$ cat src/design/mcwq_pkg.sv
package mcwq_pkg;

    localparam int QUEUE_DEPTH = 16;
    localparam int ID_WIDTH    = 8;

    localparam int CMD_W   = 3;
    localparam int REQ_W   = 8;
    localparam int STAT_W  = 3;
    localparam int OUT_W   = 16;
    localparam int PTR_W   = $clog2(QUEUE_DEPTH);
    localparam int CNT_W   = $clog2(QUEUE_DEPTH + 1);
    localparam int SUM_W   = CNT_W + 1;

    localparam logic [REQ_W-1:0] ID_MASK = REQ_W'((1 << ID_WIDTH) - 1);

    typedef enum logic [CMD_W-1:0] {
        CMD_LOCK        = 3'd0,
        CMD_UNLOCK      = 3'd1,
        CMD_UNLOCK_WAIT = 3'd2,
        CMD_COND_WAIT   = 3'd3,
        CMD_SIGNAL      = 3'd4,
        CMD_BROADCAST   = 3'd5
    } t_cmd;

    typedef enum logic [STAT_W-1:0] {
        ST_ACQUIRED  = 3'd0,
        ST_QUEUED    = 3'd1,
        ST_RELEASED  = 3'd2,
        ST_KEPT      = 3'd3,
        ST_NOT_OWNER = 3'd4,
        ST_ALREADY   = 3'd5,
        ST_FULL      = 3'd6,
        ST_NONE      = 3'd7
    } t_status;

    typedef enum logic [2:0] {
        S_IDLE,
        S_READ,
        S_EXEC,
        S_BMOVE,
        S_BREAD,
        S_DONE
    } t_state;

endpackage

$ cat src/design/mcwq_ram.sv
module mcwq_ram #(
    parameter int DEPTH = 16,
    parameter int WIDTH = 8
) (
    input  logic                     i_clk,
    input  logic                     i_we,
    input  logic [$clog2(DEPTH)-1:0] i_waddr,
    input  logic [WIDTH-1:0]         i_wdata,
    input  logic [$clog2(DEPTH)-1:0] i_raddr,
    output logic [WIDTH-1:0]         o_rdata
);

    logic [WIDTH-1:0] r_mem [DEPTH];
    logic [WIDTH-1:0] r_rdata;

    always_ff @(posedge i_clk) begin
        if (i_we) begin
            r_mem[i_waddr] <= i_wdata;
        end
        r_rdata <= r_mem[i_raddr];
    end

    assign o_rdata = r_rdata;

endmodule

$ cat src/design/mutex_condition_wait_queues.sv
// Lock unit: one owner register, a FIFO of tasks waiting for the lock and a
// FIFO of tasks waiting on one condition variable.
// Input channel (s_axis): tuser carries the command (lock, unlock, unlock if
// waiters, condition wait, signal, broadcast), tdata the requesting task id.
// Output channel (m_axis): one result beat per command with the status, the
// task that was handed the lock (if any) and whether the lock is now held.
// Sequence: a command is taken in the idle state, the queue heads are read from
// the two queue RAMs in the next cycle, then the command executes and the
// result is loaded into the output register. A broadcast moves its waiters one
// after another; each move reads the new condition queue head through the
// registered RAM port, and one more pass finds the condition queue empty or the
// lock queue full.
// tready is high only in the idle state, one command at a time.
// A result waiting in the output register does not block the next command; a
// stalled receiver only holds the sequencer in its last state until the
// output register frees up.
// Reset (synchronous, active low) frees the lock and empties both queues; the
// queue RAMs are not cleared, only entries below each count are ever read.
module mutex_condition_wait_queues (
    input  logic        i_clk,
    input  logic        i_rst_n,
    input  logic        i_s_axis_tvalid,
    output logic        o_s_axis_tready,
    input  logic [7:0]  i_s_axis_tdata,   // [7:0] requester
    input  logic [2:0]  i_s_axis_tuser,   // [2:0] command
    output logic        o_m_axis_tvalid,
    input  logic        i_m_axis_tready,
    output logic [15:0] o_m_axis_tdata    // [2:0] status, [3] woken_valid,
                                          // [11:4] woken_id, [12] lock_held
);

    localparam int PTR_W = mcwq_pkg::PTR_W;
    localparam int CNT_W = mcwq_pkg::CNT_W;
    localparam int SUM_W = mcwq_pkg::SUM_W;
    localparam int REQ_W = mcwq_pkg::REQ_W;

    // Sequencer and command registers
    mcwq_pkg::t_state  r_state, n_state;
    logic [2:0]        r_cmd, n_cmd;
    logic [REQ_W-1:0]  r_req, n_req;

    // Lock state
    logic              r_owner_valid, n_owner_valid;
    logic [REQ_W-1:0]  r_owner_id, n_owner_id;
    logic [PTR_W-1:0]  r_lq_head, n_lq_head;
    logic [CNT_W-1:0]  r_lq_count, n_lq_count;
    logic [PTR_W-1:0]  r_cq_head, n_cq_head;
    logic [CNT_W-1:0]  r_cq_count, n_cq_count;

    // Per-command result
    mcwq_pkg::t_status r_status, n_status;
    logic              r_woke, n_woke;
    logic [REQ_W-1:0]  r_woke_id, n_woke_id;
    logic              r_granted, n_granted;

    // Output register
    logic              r_out_valid, n_out_valid;
    mcwq_pkg::t_status r_out_status, n_out_status;
    logic              r_out_woke, n_out_woke;
    logic [REQ_W-1:0]  r_out_woke_id, n_out_woke_id;
    logic              r_out_held, n_out_held;

    // Queue RAM ports
    logic              lq_we, cq_we;
    logic [REQ_W-1:0]  lq_wdata, cq_wdata;
    logic [REQ_W-1:0]  lq_rdata, cq_rdata;
    logic [PTR_W-1:0]  lq_tail, cq_tail;
    logic [SUM_W-1:0]  lq_sum, cq_sum;
    logic [PTR_W-1:0]  lq_head_inc, cq_head_inc;

    logic              lq_full, cq_full, is_owner;
    logic              do_release, do_move;

    mcwq_ram #(
        .DEPTH(mcwq_pkg::QUEUE_DEPTH),
        .WIDTH(REQ_W)
    ) u_lock_q (
        .i_clk  (i_clk),
        .i_we   (lq_we),
        .i_waddr(lq_tail),
        .i_wdata(lq_wdata),
        .i_raddr(r_lq_head),
        .o_rdata(lq_rdata)
    );

    mcwq_ram #(
        .DEPTH(mcwq_pkg::QUEUE_DEPTH),
        .WIDTH(REQ_W)
    ) u_cond_q (
        .i_clk  (i_clk),
        .i_we   (cq_we),
        .i_waddr(cq_tail),
        .i_wdata(cq_wdata),
        .i_raddr(r_cq_head),
        .o_rdata(cq_rdata)
    );

    // Tail = head + count, wrapped into the ring
    assign lq_sum  = SUM_W'(r_lq_head) + SUM_W'(r_lq_count);
    assign cq_sum  = SUM_W'(r_cq_head) + SUM_W'(r_cq_count);
    assign lq_tail = (lq_sum >= SUM_W'(mcwq_pkg::QUEUE_DEPTH))
                   ? PTR_W'(lq_sum - SUM_W'(mcwq_pkg::QUEUE_DEPTH)) : PTR_W'(lq_sum);
    assign cq_tail = (cq_sum >= SUM_W'(mcwq_pkg::QUEUE_DEPTH))
                   ? PTR_W'(cq_sum - SUM_W'(mcwq_pkg::QUEUE_DEPTH)) : PTR_W'(cq_sum);

    assign lq_head_inc = (r_lq_head == PTR_W'(mcwq_pkg::QUEUE_DEPTH - 1))
                       ? '0 : r_lq_head + 1'b1;
    assign cq_head_inc = (r_cq_head == PTR_W'(mcwq_pkg::QUEUE_DEPTH - 1))
                       ? '0 : r_cq_head + 1'b1;

    assign lq_full  = (r_lq_count == CNT_W'(mcwq_pkg::QUEUE_DEPTH));
    assign cq_full  = (r_cq_count == CNT_W'(mcwq_pkg::QUEUE_DEPTH));
    assign is_owner = r_owner_valid && (r_owner_id == r_req);

    always_comb begin
        n_state       = r_state;
        n_cmd         = r_cmd;
        n_req         = r_req;
        n_owner_valid = r_owner_valid;
        n_owner_id    = r_owner_id;
        n_lq_head     = r_lq_head;
        n_lq_count    = r_lq_count;
        n_cq_head     = r_cq_head;
        n_cq_count    = r_cq_count;
        n_status      = r_status;
        n_woke        = r_woke;
        n_woke_id     = r_woke_id;
        n_granted     = r_granted;
        n_out_valid   = r_out_valid;
        n_out_status  = r_out_status;
        n_out_woke    = r_out_woke;
        n_out_woke_id = r_out_woke_id;
        n_out_held    = r_out_held;
        lq_we         = 1'b0;
        lq_wdata      = r_req;
        cq_we         = 1'b0;
        cq_wdata      = r_req;
        do_release    = 1'b0;
        do_move       = 1'b0;
        o_s_axis_tready = 1'b0;

        // Drop the output beat once taken; a new load below overrides
        if (i_m_axis_tready) begin
            n_out_valid = 1'b0;
        end

        unique case (r_state)
            mcwq_pkg::S_IDLE: begin
                // hold off the sender while reset is asserted
                o_s_axis_tready = i_rst_n;
                if (i_s_axis_tvalid && i_rst_n) begin
                    n_cmd     = i_s_axis_tuser;
                    n_req     = i_s_axis_tdata & mcwq_pkg::ID_MASK;
                    n_woke    = 1'b0;
                    n_woke_id = '0;
                    n_granted = 1'b0;
                    n_state   = mcwq_pkg::S_READ;
                end
            end
            mcwq_pkg::S_READ: begin
                // queue heads are being read out of the RAMs
                n_state = mcwq_pkg::S_EXEC;
            end
            mcwq_pkg::S_EXEC: begin
                n_state = mcwq_pkg::S_DONE;
                unique case (r_cmd)
                    mcwq_pkg::CMD_LOCK: begin
                        if (is_owner) begin
                            n_status = mcwq_pkg::ST_ALREADY;
                        end else if (!r_owner_valid) begin
                            n_owner_valid = 1'b1;
                            n_owner_id    = r_req;
                            n_status      = mcwq_pkg::ST_ACQUIRED;
                        end else if (lq_full) begin
                            n_status = mcwq_pkg::ST_FULL;
                        end else begin
                            lq_we      = 1'b1;
                            lq_wdata   = r_req;
                            n_lq_count = r_lq_count + 1'b1;
                            n_status   = mcwq_pkg::ST_QUEUED;
                        end
                    end
                    mcwq_pkg::CMD_UNLOCK: begin
                        if (!is_owner) begin
                            n_status = mcwq_pkg::ST_NOT_OWNER;
                        end else begin
                            do_release = 1'b1;
                            n_status   = mcwq_pkg::ST_RELEASED;
                        end
                    end
                    mcwq_pkg::CMD_UNLOCK_WAIT: begin
                        if (!is_owner) begin
                            n_status = mcwq_pkg::ST_NOT_OWNER;
                        end else if (r_lq_count == '0) begin
                            n_status = mcwq_pkg::ST_KEPT;
                        end else begin
                            do_release = 1'b1;
                            n_status   = mcwq_pkg::ST_RELEASED;
                        end
                    end
                    mcwq_pkg::CMD_COND_WAIT: begin
                        if (!is_owner) begin
                            n_status = mcwq_pkg::ST_NOT_OWNER;
                        end else if (cq_full) begin
                            n_status = mcwq_pkg::ST_FULL;
                        end else begin
                            cq_we      = 1'b1;
                            cq_wdata   = r_req;
                            n_cq_count = r_cq_count + 1'b1;
                            do_release = 1'b1;
                            n_status   = mcwq_pkg::ST_QUEUED;
                        end
                    end
                    mcwq_pkg::CMD_SIGNAL: begin
                        if (r_cq_count == '0) begin
                            n_status = mcwq_pkg::ST_NONE;
                        end else if (r_owner_valid && lq_full) begin
                            n_status = mcwq_pkg::ST_FULL;
                        end else begin
                            do_move  = 1'b1;
                            n_status = r_owner_valid ? mcwq_pkg::ST_QUEUED
                                                     : mcwq_pkg::ST_ACQUIRED;
                        end
                    end
                    mcwq_pkg::CMD_BROADCAST: begin
                        if (r_cq_count == '0) begin
                            n_status = mcwq_pkg::ST_NONE;
                        end else begin
                            n_state = mcwq_pkg::S_BMOVE;
                        end
                    end
                    default: begin
                        n_status = mcwq_pkg::ST_KEPT;
                    end
                endcase
            end
            mcwq_pkg::S_BMOVE: begin
                // move one condition waiter per pass, head data is current
                if (r_cq_count == '0) begin
                    n_status = r_granted ? mcwq_pkg::ST_ACQUIRED : mcwq_pkg::ST_QUEUED;
                    n_state  = mcwq_pkg::S_DONE;
                end else if (r_owner_valid && lq_full) begin
                    n_status = mcwq_pkg::ST_FULL;
                    n_state  = mcwq_pkg::S_DONE;
                end else begin
                    do_move = 1'b1;
                    n_state = mcwq_pkg::S_BREAD;
                end
            end
            mcwq_pkg::S_BREAD: begin
                n_state = mcwq_pkg::S_BMOVE;
            end
            mcwq_pkg::S_DONE: begin
                // hold until the output register is free
                if (!r_out_valid || i_m_axis_tready) begin
                    n_out_valid   = 1'b1;
                    n_out_status  = r_status;
                    n_out_woke    = r_woke;
                    n_out_woke_id = r_woke_id;
                    n_out_held    = r_owner_valid;
                    n_state       = mcwq_pkg::S_IDLE;
                end
            end
            default: begin
                n_state = mcwq_pkg::S_IDLE;
            end
        endcase

        // Release: hand the lock to the oldest lock waiter or free it
        if (do_release) begin
            if (r_lq_count != '0) begin
                n_owner_valid = 1'b1;
                n_owner_id    = lq_rdata;
                n_woke        = 1'b1;
                n_woke_id     = lq_rdata;
                n_lq_head     = lq_head_inc;
                n_lq_count    = r_lq_count - 1'b1;
            end else begin
                n_owner_valid = 1'b0;
            end
        end

        // Move the head condition waiter to the owner or the lock queue
        if (do_move) begin
            n_cq_head  = cq_head_inc;
            n_cq_count = r_cq_count - 1'b1;
            if (!r_owner_valid) begin
                n_owner_valid = 1'b1;
                n_owner_id    = cq_rdata;
                n_woke        = 1'b1;
                n_woke_id     = cq_rdata;
                n_granted     = 1'b1;
            end else begin
                lq_we      = 1'b1;
                lq_wdata   = cq_rdata;
                n_lq_count = r_lq_count + 1'b1;
            end
        end
    end

    always_ff @(posedge i_clk) begin
        if (!i_rst_n) begin
            r_state       <= mcwq_pkg::S_IDLE;
            r_owner_valid <= 1'b0;
            r_owner_id    <= '0;
            r_lq_head     <= '0;
            r_lq_count    <= '0;
            r_cq_head     <= '0;
            r_cq_count    <= '0;
            r_out_valid   <= 1'b0;
        end else begin
            r_state       <= n_state;
            r_owner_valid <= n_owner_valid;
            r_owner_id    <= n_owner_id;
            r_lq_head     <= n_lq_head;
            r_lq_count    <= n_lq_count;
            r_cq_head     <= n_cq_head;
            r_cq_count    <= n_cq_count;
            r_out_valid   <= n_out_valid;
        end
    end

    always_ff @(posedge i_clk) begin
        r_cmd         <= n_cmd;
        r_req         <= n_req;
        r_status      <= n_status;
        r_woke        <= n_woke;
        r_woke_id     <= n_woke_id;
        r_granted     <= n_granted;
        r_out_status  <= n_out_status;
        r_out_woke    <= n_out_woke;
        r_out_woke_id <= n_out_woke_id;
        r_out_held    <= n_out_held;
    end

    assign o_m_axis_tvalid = r_out_valid;
    assign o_m_axis_tdata  = {3'b000, r_out_held, r_out_woke_id, r_out_woke, r_out_status};

`ifndef NO_ASSERTIONS
    // queue counts never run past the ring size
    a_count_range: assert property (@(posedge i_clk) disable iff (!i_rst_n)
        (r_lq_count <= CNT_W'(mcwq_pkg::QUEUE_DEPTH)) &&
        (r_cq_count <= CNT_W'(mcwq_pkg::QUEUE_DEPTH)))
        else $error("queue count out of range");

    // a free lock never leaves tasks waiting for it
    a_free_empty: assert property (@(posedge i_clk) disable iff (!i_rst_n)
        (r_state == mcwq_pkg::S_IDLE && !r_owner_valid) |-> (r_lq_count == '0))
        else $error("lock free while lock queue holds waiters");

    // a woken task always leaves the lock held
    a_woke_held: assert property (@(posedge i_clk) disable iff (!i_rst_n)
        (r_out_valid && r_out_woke) |-> r_out_held)
        else $error("woken task reported with lock free");

    // an accepted command always starts with the head read
    a_accept_read: assert property (@(posedge i_clk) disable iff (!i_rst_n)
        (i_s_axis_tvalid && o_s_axis_tready) |=> (r_state == mcwq_pkg::S_READ))
        else $error("accepted command did not start");
`endif

endmodule
$ cat config.mk
export PLATFORM = sky130hd
export DESIGN_NAME = mutex_condition_wait_queues
export DESIGN_NICKNAME = d
export VERILOG_FILES = /design/src/design/mcwq_pkg.sv /design/src/design/mcwq_ram.sv /design/src/design/mutex_condition_wait_queues.sv
export SDC_FILE = /design/constraint.sdc
export NUM_CORES = 1
export LEC_CHECK = 0
export ABC_CLOCK_PERIOD_IN_PS = 4300
export BUFFER_PORTS_ARGS = -buffer_cell sky130_fd_sc_hd__buf_2
export CAP_MARGIN = 20
export CORE_MARGIN = 8
export CORE_UTILIZATION = 40
export CTS_CLUSTER_SIZE = 12
export DETAILED_ROUTE_END_ITERATION = 8
export HOLD_SLACK_MARGIN = 0.02
export MAX_ROUTING_LAYER = met4
export PLACE_DENSITY = 0.64
export SLEW_MARGIN = 15
export SYNTH_ARGS = -nofsm -noshare
export SYNTH_HDL_FRONTEND = slang
export SYNTH_HIERARCHICAL = 1
export SYNTH_SLANG_ARGS = --single-unit
$ cat constraint.sdc
create_clock -name i_clk -period 4.3 [get_ports i_clk]
set_clock_uncertainty 0.1 [all_clocks]
set_input_delay 0.215 -clock i_clk [delete_from_list [all_inputs] [get_ports i_clk]]
set_output_delay 0.215 -clock i_clk [all_outputs]
set_load 0.1 [all_outputs]
* Word-level counts from Yosys, hierarchy flattened
Memory sizes are Yosys's and may differ from the RTL's. A register that Yosys moved wholly into a read port is not among the register bits. Cells that the tools add are included.
Cells by class: $lt $le $gt $ge 2, $add $sub $neg 10, muxes and demuxes 103, eq/ne operators 20, div/mod/pow operators 0, shifts and indexed selects 0, reductions and logical operators 20, bitwise gates (word level) 0, multipliers 0
Operators with widths (count):
- 8-bit two-way mux | 16
- 5-bit two-way mux | 14
- 1-bit two-way mux | 48
- 3-bit two-way mux | 16
- 3-bit case mux with 6 select lines | 2
- 4-bit two-way mux | 4
- 4-bit by 5-bit adder with 6-bit output | 2
- 3-bit by 2-bit == test with 1-bit output (second input constant) | 4
- 3-bit == test (second input constant) | 4
- 6-bit by 5-bit >= comparator with 1-bit output (second input constant) | 2
- 5-bit by 1-bit adder with 5-bit output (second input constant) | 2
- 5-bit == test (second input constant) | 2
- 5-bit zero test | 2
- 5-bit by 1-bit subtractor with 5-bit output (second input constant) | 2
- 4-bit by 1-bit adder with 4-bit output (second input constant) | 2
- 4-bit == test (second input constant) | 2
- 8-bit == test | 1
- 2-bit AND reduction | 4
- 2-bit nonzero test | 4
- 4-bit by 1-bit subtractor with 4-bit output (second input constant) | 2
- 3-bit by 1-bit == test with 1-bit output (second input constant) | 2
- 3-bit zero test | 2
- 3-bit inequality test (second input constant) | 2
- 3-bit case mux with 2 select lines | 1
- 10 further kinds | 13
Word-level totals: word-level logic and storage cells 175, memories 2, RAM bits 256, ROM bits 0, bits in latches 0, output and inout bits 18, bits in registers 68, input port bits 15
Memory list:
- u_cond_q.r_mem | depth 16, bits a word 8, read ports 1, clocked after Yosys merged registers in 1, write ports 1, RTL line mcwq_ram.sv:13 | logic [WIDTH-1:0] r_mem [DEPTH];
- u_lock_q.r_mem | depth 16, bits a word 8, read ports 1, clocked after Yosys merged registers in 1, write ports 1, RTL line mcwq_ram.sv:13

* Depth between registers and ports, before layout
depth after elaboration 10, depth in mapped cells 14, depth with buffers taken out 13

* Modules after synthesis
The synthesis kept the hierarchy.
Modules (own cells, without submodules):
- mcwq_ram | sequential area each 4003.8 µm², cells each 229, area an instance 5147.4 µm², instances 2
- mutex_condition_wait_queues | sequential area each 1631.6 µm², cells each 410, area an instance 3875.0 µm², instances 1

* Worst setup path after synthesis
No wires, ideal clock.
kind register to register, start register r_state[0], end register r_cmd[0], enable pin, setup time 0.339 ns, data arrival time 4.495 ns, buffers on the path 2, slack -0.634 ns, data required time 3.861 ns, period minus slack after synthesis 4.934 ns, stages on the path, launching flop included 6, path through dfxtp_1 clkbuf_1 nor4b_1 nand2_1 clkbuf_1 inv_1
On the way: cells in the longest elaborated chain, start to end 2
RTL lines:
- start, declared | RTL line mutex_condition_wait_queues.sv:38 | mcwq_pkg::t_state r_state, n_state;
- start signal, assigned | RTL line mutex_condition_wait_queues.sv:303 | r_state <= mcwq_pkg::S_IDLE;
- start signal, assigned | RTL line mutex_condition_wait_queues.sv:312 | r_state <= n_state;
- 3-bit zero test | RTL line mutex_condition_wait_queues.sv:147 | unique case (r_state)
- 2-bit AND reduction (no line)
- end signal, assigned | RTL line mutex_condition_wait_queues.sv:324 | r_cmd <= n_cmd;
- end, declared | RTL line mutex_condition_wait_queues.sv:39 | logic [2:0] r_cmd, n_cmd;
No other way between the ends. A chain may end at the register's enable or synchronous reset.

* Worst setup path in the final report
start register r_req[5], end memory u_cond_q.r_mem[2][2], enable pin
On the way: cells in the longest elaborated chain, start to end 7
RTL lines:
- start, declared | RTL line mutex_condition_wait_queues.sv:40 | logic [REQ_W-1:0] r_req, n_req;
- start signal, assigned | RTL line mutex_condition_wait_queues.sv:325 | r_req <= n_req;
- 8-bit == test | RTL line mutex_condition_wait_queues.sv:113 | assign is_owner = r_owner_valid && (r_owner_id == r_req);
- 1-bit logical AND | RTL line mutex_condition_wait_queues.sv:113
- 1-bit two-way mux | RTL line mutex_condition_wait_queues.sv:202 | if (!is_owner) begin
- 1-bit two-way mux | RTL line mutex_condition_wait_queues.sv:166 | unique case (r_cmd)
- 1-bit two-way mux | RTL line mutex_condition_wait_queues.sv:147
- named net cq_we | RTL line mutex_condition_wait_queues.sv:64 | logic lq_we, cq_we;
- 1-bit two-way mux | RTL line mcwq_ram.sv:17 | if (i_we) begin
- 1-bit two-way mux (implied by the code) | RTL line mcwq_ram.sv:18 | r_mem[i_waddr] <= i_wdata;
- end, declared | RTL line mcwq_ram.sv:13
The timed path passes the listed nets, and every way through them passes these cells.

==> flow_summary_export.csv <==
group,metric,value,unit
run_status,status,"finished, final reports clean",
worst_setup_path,crit_type,"flop to flop",
pwr,p_sw,1.340,mW
sta,max_slew_margin,0.3628,
clock_tree,numClockSinks,340,
clock_tree,worstSkewPairLatency,0.51,ns
job,maxCapViolCount,0,
place,portBuffers,29,
global_routing,met3_usage,0.02790,
layout,area_growth,13.10,%
worst_setup_path,crit_chain,"xor2_1 > nor4_1 > buf_4 > nand3_2 > nor4_1 > or3b_2 > nor2_1",
place,dpl.hpwl,19400,um
worst_setup_path,cpMaxStageDelayCell,"edfxtp_1",
floorplan,row_count,69,
layout,fill_cells,3009,
worst_setup_path,cp_num_buf_inv,1,
pwr,ir_drop,265.7,uV
floorplan,initial_core_util,0.4023,
global_routing,grt-ovfl-total,0,
pwr,power_density,411.2,mW/mm2
global_routing,grt.met2_usage,0.2225,
layout,final_layout_size_suffix_gt1_frac,0.1853,
sta,maxSlewViolCount,0,
global_routing,grt.total_usage,0.1475,
sta,max_slew.worst_pin.slew,0.9523,ns
worst_setup_path,cp_top_family,"simple AND/OR/NAND/NOR gates",
sta,hold_viol,0,
pwr,p_leak,5.403,nW
synth,seq_area_frac_synth,0.6803,
sta,rsz0062_at_grt,"no",
synth,yosysUniqueCellTypes,72,
worst_setup_path,critPathMostFrequentCell,"nor4_1",
clock_tree,ctsRootBufferMaster,"clkbuf_16",
sta,post-route-min-period,3.824,ns
global_routing,met1_usage,0.2028,
clock_tree,post-cts-setup-buffer-count,0,
worst_setup_path,crit_arrival,3.86,ns
sta,finalCritPeriodShare,0.8894,
pwr,p_int,5.249,mW
worst_setup_path,critical_path_required,4.34,ns
detailed_routing,wl_per_cell,21.17,um
synth,synth-edff-count,283,
clock_tree,path_clk_slew,0.06,ns
synth,netlist_area,0.01417,mm2
global_routing,grt_max_degree,38,
layout,fin_util,0.4550,
global_routing,grt_pass1_vias,7712,
detailed_routing,num_vias,7762,
pwr,power_frac_seq,0.544,
pwr,clock_power_share,0.434,
clock_tree,tritoncts,"done",
clock_tree,numCtsBuffers,37,
clock_tree,ctsHtreeMaxLevel,2,
sta,fmax,261.5,MHz
detailed_routing,drt_pass1_iterations,5,
floorplan,die_area,0.04170,mm2
worst_setup_path,startpoint_type,"flop",
floorplan,io_pins,33,
pwr,power.total,6.589,mW
pwr,sw_frac_of_total,0.2034,
detailed_routing,vias_per_cell,5.470,
synth,synth_warnings,6,
synth,syn_inst,868,
synth,ys.flop_type,"edfxtp_1",
sta,setup_violations,0,
detailed_routing,drtIter0Drc,609,
layout,layout_common_cells,"edfxtp_1 (283), nand2_1 (60), dfxtp_1 (55)",
sta,setup_tns,0,ns
pwr,p_comb_frac,0.022,
clock_tree,clock_path_buffers,3,
floorplan,core_area,0.03522,mm2
detailed_routing,postRouteAntennaNets,0,
worst_setup_path,end_kind,"flop",
synth,async_reset_ff_frac,0,
place,gp_congestion,0.8079,
hold_path,hp-class,"input port to flop",
layout,final_common_cell,"edfxtp_1",
worst_setup_path,path_max_fanout,19,
detailed_routing,drt_drc_violations_left,0,
floorplan,die_x,204.2,um
worst_setup_path,cp_slowest_stage_delay,0.66,ns
synth,ys_ff_latch,340,
layout,regArea,0.009642,mm2
global_routing,antenna_found_initial,3,
detailed_routing,wirelength,30040,um
floorplan,die-height,204.2,um
layout,nNetsFinal,963,
layout,multi_input_area,0.004163,mm2
global_routing,top_usage_layer,"met2",
global_routing,grt_first_pass_wirelength,46370,um
synth,syn_avg_cell_area,16.32,um2
==> sequential cells by signal, indices dropped and copies added (netlist names), 3 cells and up <==
register and cells:
u_lock_q/o_rdata 8, r_out_status 3, r_owner_id 8, r_cq_head 4, r_lq_count 5, r_status 3
r_out_woke_id 8, u_cond_q/r_mem 128, r_lq_head 4, u_lock_q/r_mem 128, r_cq_count 5, r_woke_id 8
r_cmd 3, r_req 8, u_cond_q/o_rdata 8, r_state 3
==> final cells by class <==
| class | instances | area share |
|---|---|---|
| Clock buffer | 51 | 0.06293 |
| Antenna cell | 3 | 0.0004685 |
| Inverter | 16 | 0.003748 |
| Clock inverter | 10 | 0.004060 |
| Multi-Input combinational cell | 466 | 0.2598 |
| Sequential cell | 340 | 0.6017 |
| Timing Repair Buffer | 72 | 0.03139 |
| Tap cell | 461 | 0.03599 |
==> cells in the mapped netlist, types with 3 or more instances <==
cell type        instances  share of area
a21boi_0                 7         0.0037
a21o_1                   4         0.0021
a21oi_1                 15         0.0053
a22oi_1                 32          0.017
a31oi_1                 12         0.0053
and2_1                   7         0.0031
and3_1                   3         0.0013
buf_2                   13         0.0046
buf_4                    7         0.0037
buf_6                    8         0.0064
clkbuf_1                13         0.0034
clkdlybuf4s25_2          6         0.0042
dfxtp_1                 57          0.081
edfxtp_1               283           0.60
ha_1                    13          0.011
inv_1                   16         0.0042
mux2_2                  17          0.014
mux2i_1                 12         0.0085
mux4_1                  28          0.052
mux4_2                  36          0.057
nand2_1                 60          0.016
nand2b_1                 7         0.0031
nand3_1                 31          0.011
nand3b_1                 4         0.0021
nor2_1                  52          0.014
nor2b_1                  8         0.0035
nor3_1                  16         0.0057
nor4_1                   5         0.0022
o211ai_1                 4         0.0021
o21ai_0                 15         0.0053
o31a_1                   3         0.0019
or3_1                    3         0.0013
xnor2_1                  7         0.0043
xor2_1                  16         0.0099
==> worst paths after layout <==
| check | cells after the start | slack (ns) | startpoint | to |
|---|---|---|---|---|
| worst min-delay path | 5 | 0.07 | i_s_axis_tvalid | r_state[0] |
| worst max register to register | 7 | 0.48 | r_req[5] | u_cond_q/r_mem[2][2] |
| worst min register to register | 0 | 0.32 | r_status[2] | r_out_status[2] |
| worst max-delay path | 7 | 0.48 | r_req[5] | u_cond_q/r_mem[2][2] |
==> what timing repair did <==
item | 4_1_cts | 5_1_grt
gates resized for setup | 0 | 0
hold endpoints to repair | 12 | 0
hold buffers | 12 | 0
==> routing by layer <==
| layer | vias to the layer above | routed length [um] |
|---|---|---|
| li1 | 3555 | - |
| met1 | 3960 | 13910 |
| met2 | 198 | 13900 |
| met3 | 49 | 1610 |
| met4 | 0 | 618 |
| met5 | - | 0 |
==> tightest hold or removal path, cell delays in order <==
cell and delay [ns]:
buf_2 0.11, nor2_1 0.08, a211oi_1 0.05, a21oi_1 0.11, nor2b_1 0.05
==> power groups by stage <==
stage / Sequential (mW) / Combinational (mW) / Clock (mW)
after global routing: 3.59 / 0.158 / 3.05
final: 3.59 / 0.144 / 2.86
after detailed placement: 3.66 / 0.137 / 0
after CTS: 3.59 / 0.147 / 2.92
after global placement: 3.66 / 0.135 / 0
after floorplan: 3.66 / 0.0827 / 0
==> metrics by stage <==
| stage | area [um2] | setup WS (ns) | cells | hold slack (ns) |
|---|---|---|---|---|
| CTS | 16000 | 0.4514 | 1414 | 0.04035 |
| finish | 16030 | 0.4758 | 1419 | 0.06518 |
| global placement | 14800 | 0.6405 | 1341 | 0.3058 |
| floorplan | 14180 | 0.5397 | 870 | 0.2139 |
| detailed placement | 14800 | 0.4653 | 1341 | 0.2972 |
| global route | 16030 | 0.2229 | 1419 | 0.07992 |
==> cell families (layout without fill, tap and decap cells) <==
group | after synthesis | in the layout | synth area share
AOI/OAI and AO/OA | 114 | 114 | 0.05598
xor gates and xnor gates | 23 | 23 | 0.01422
adders and majority gates | 15 | 15 | 0.01431
buffers and inverters | 64 | 149 | 0.02693
DFF | 340 | 340 | 0.6803
muxes | 93 | 93 | 0.1311
other | 1 | 6 | 0.0002646
and+or+nand+nor | 218 | 218 | 0.07691
(Power assumes the default switching activity.)
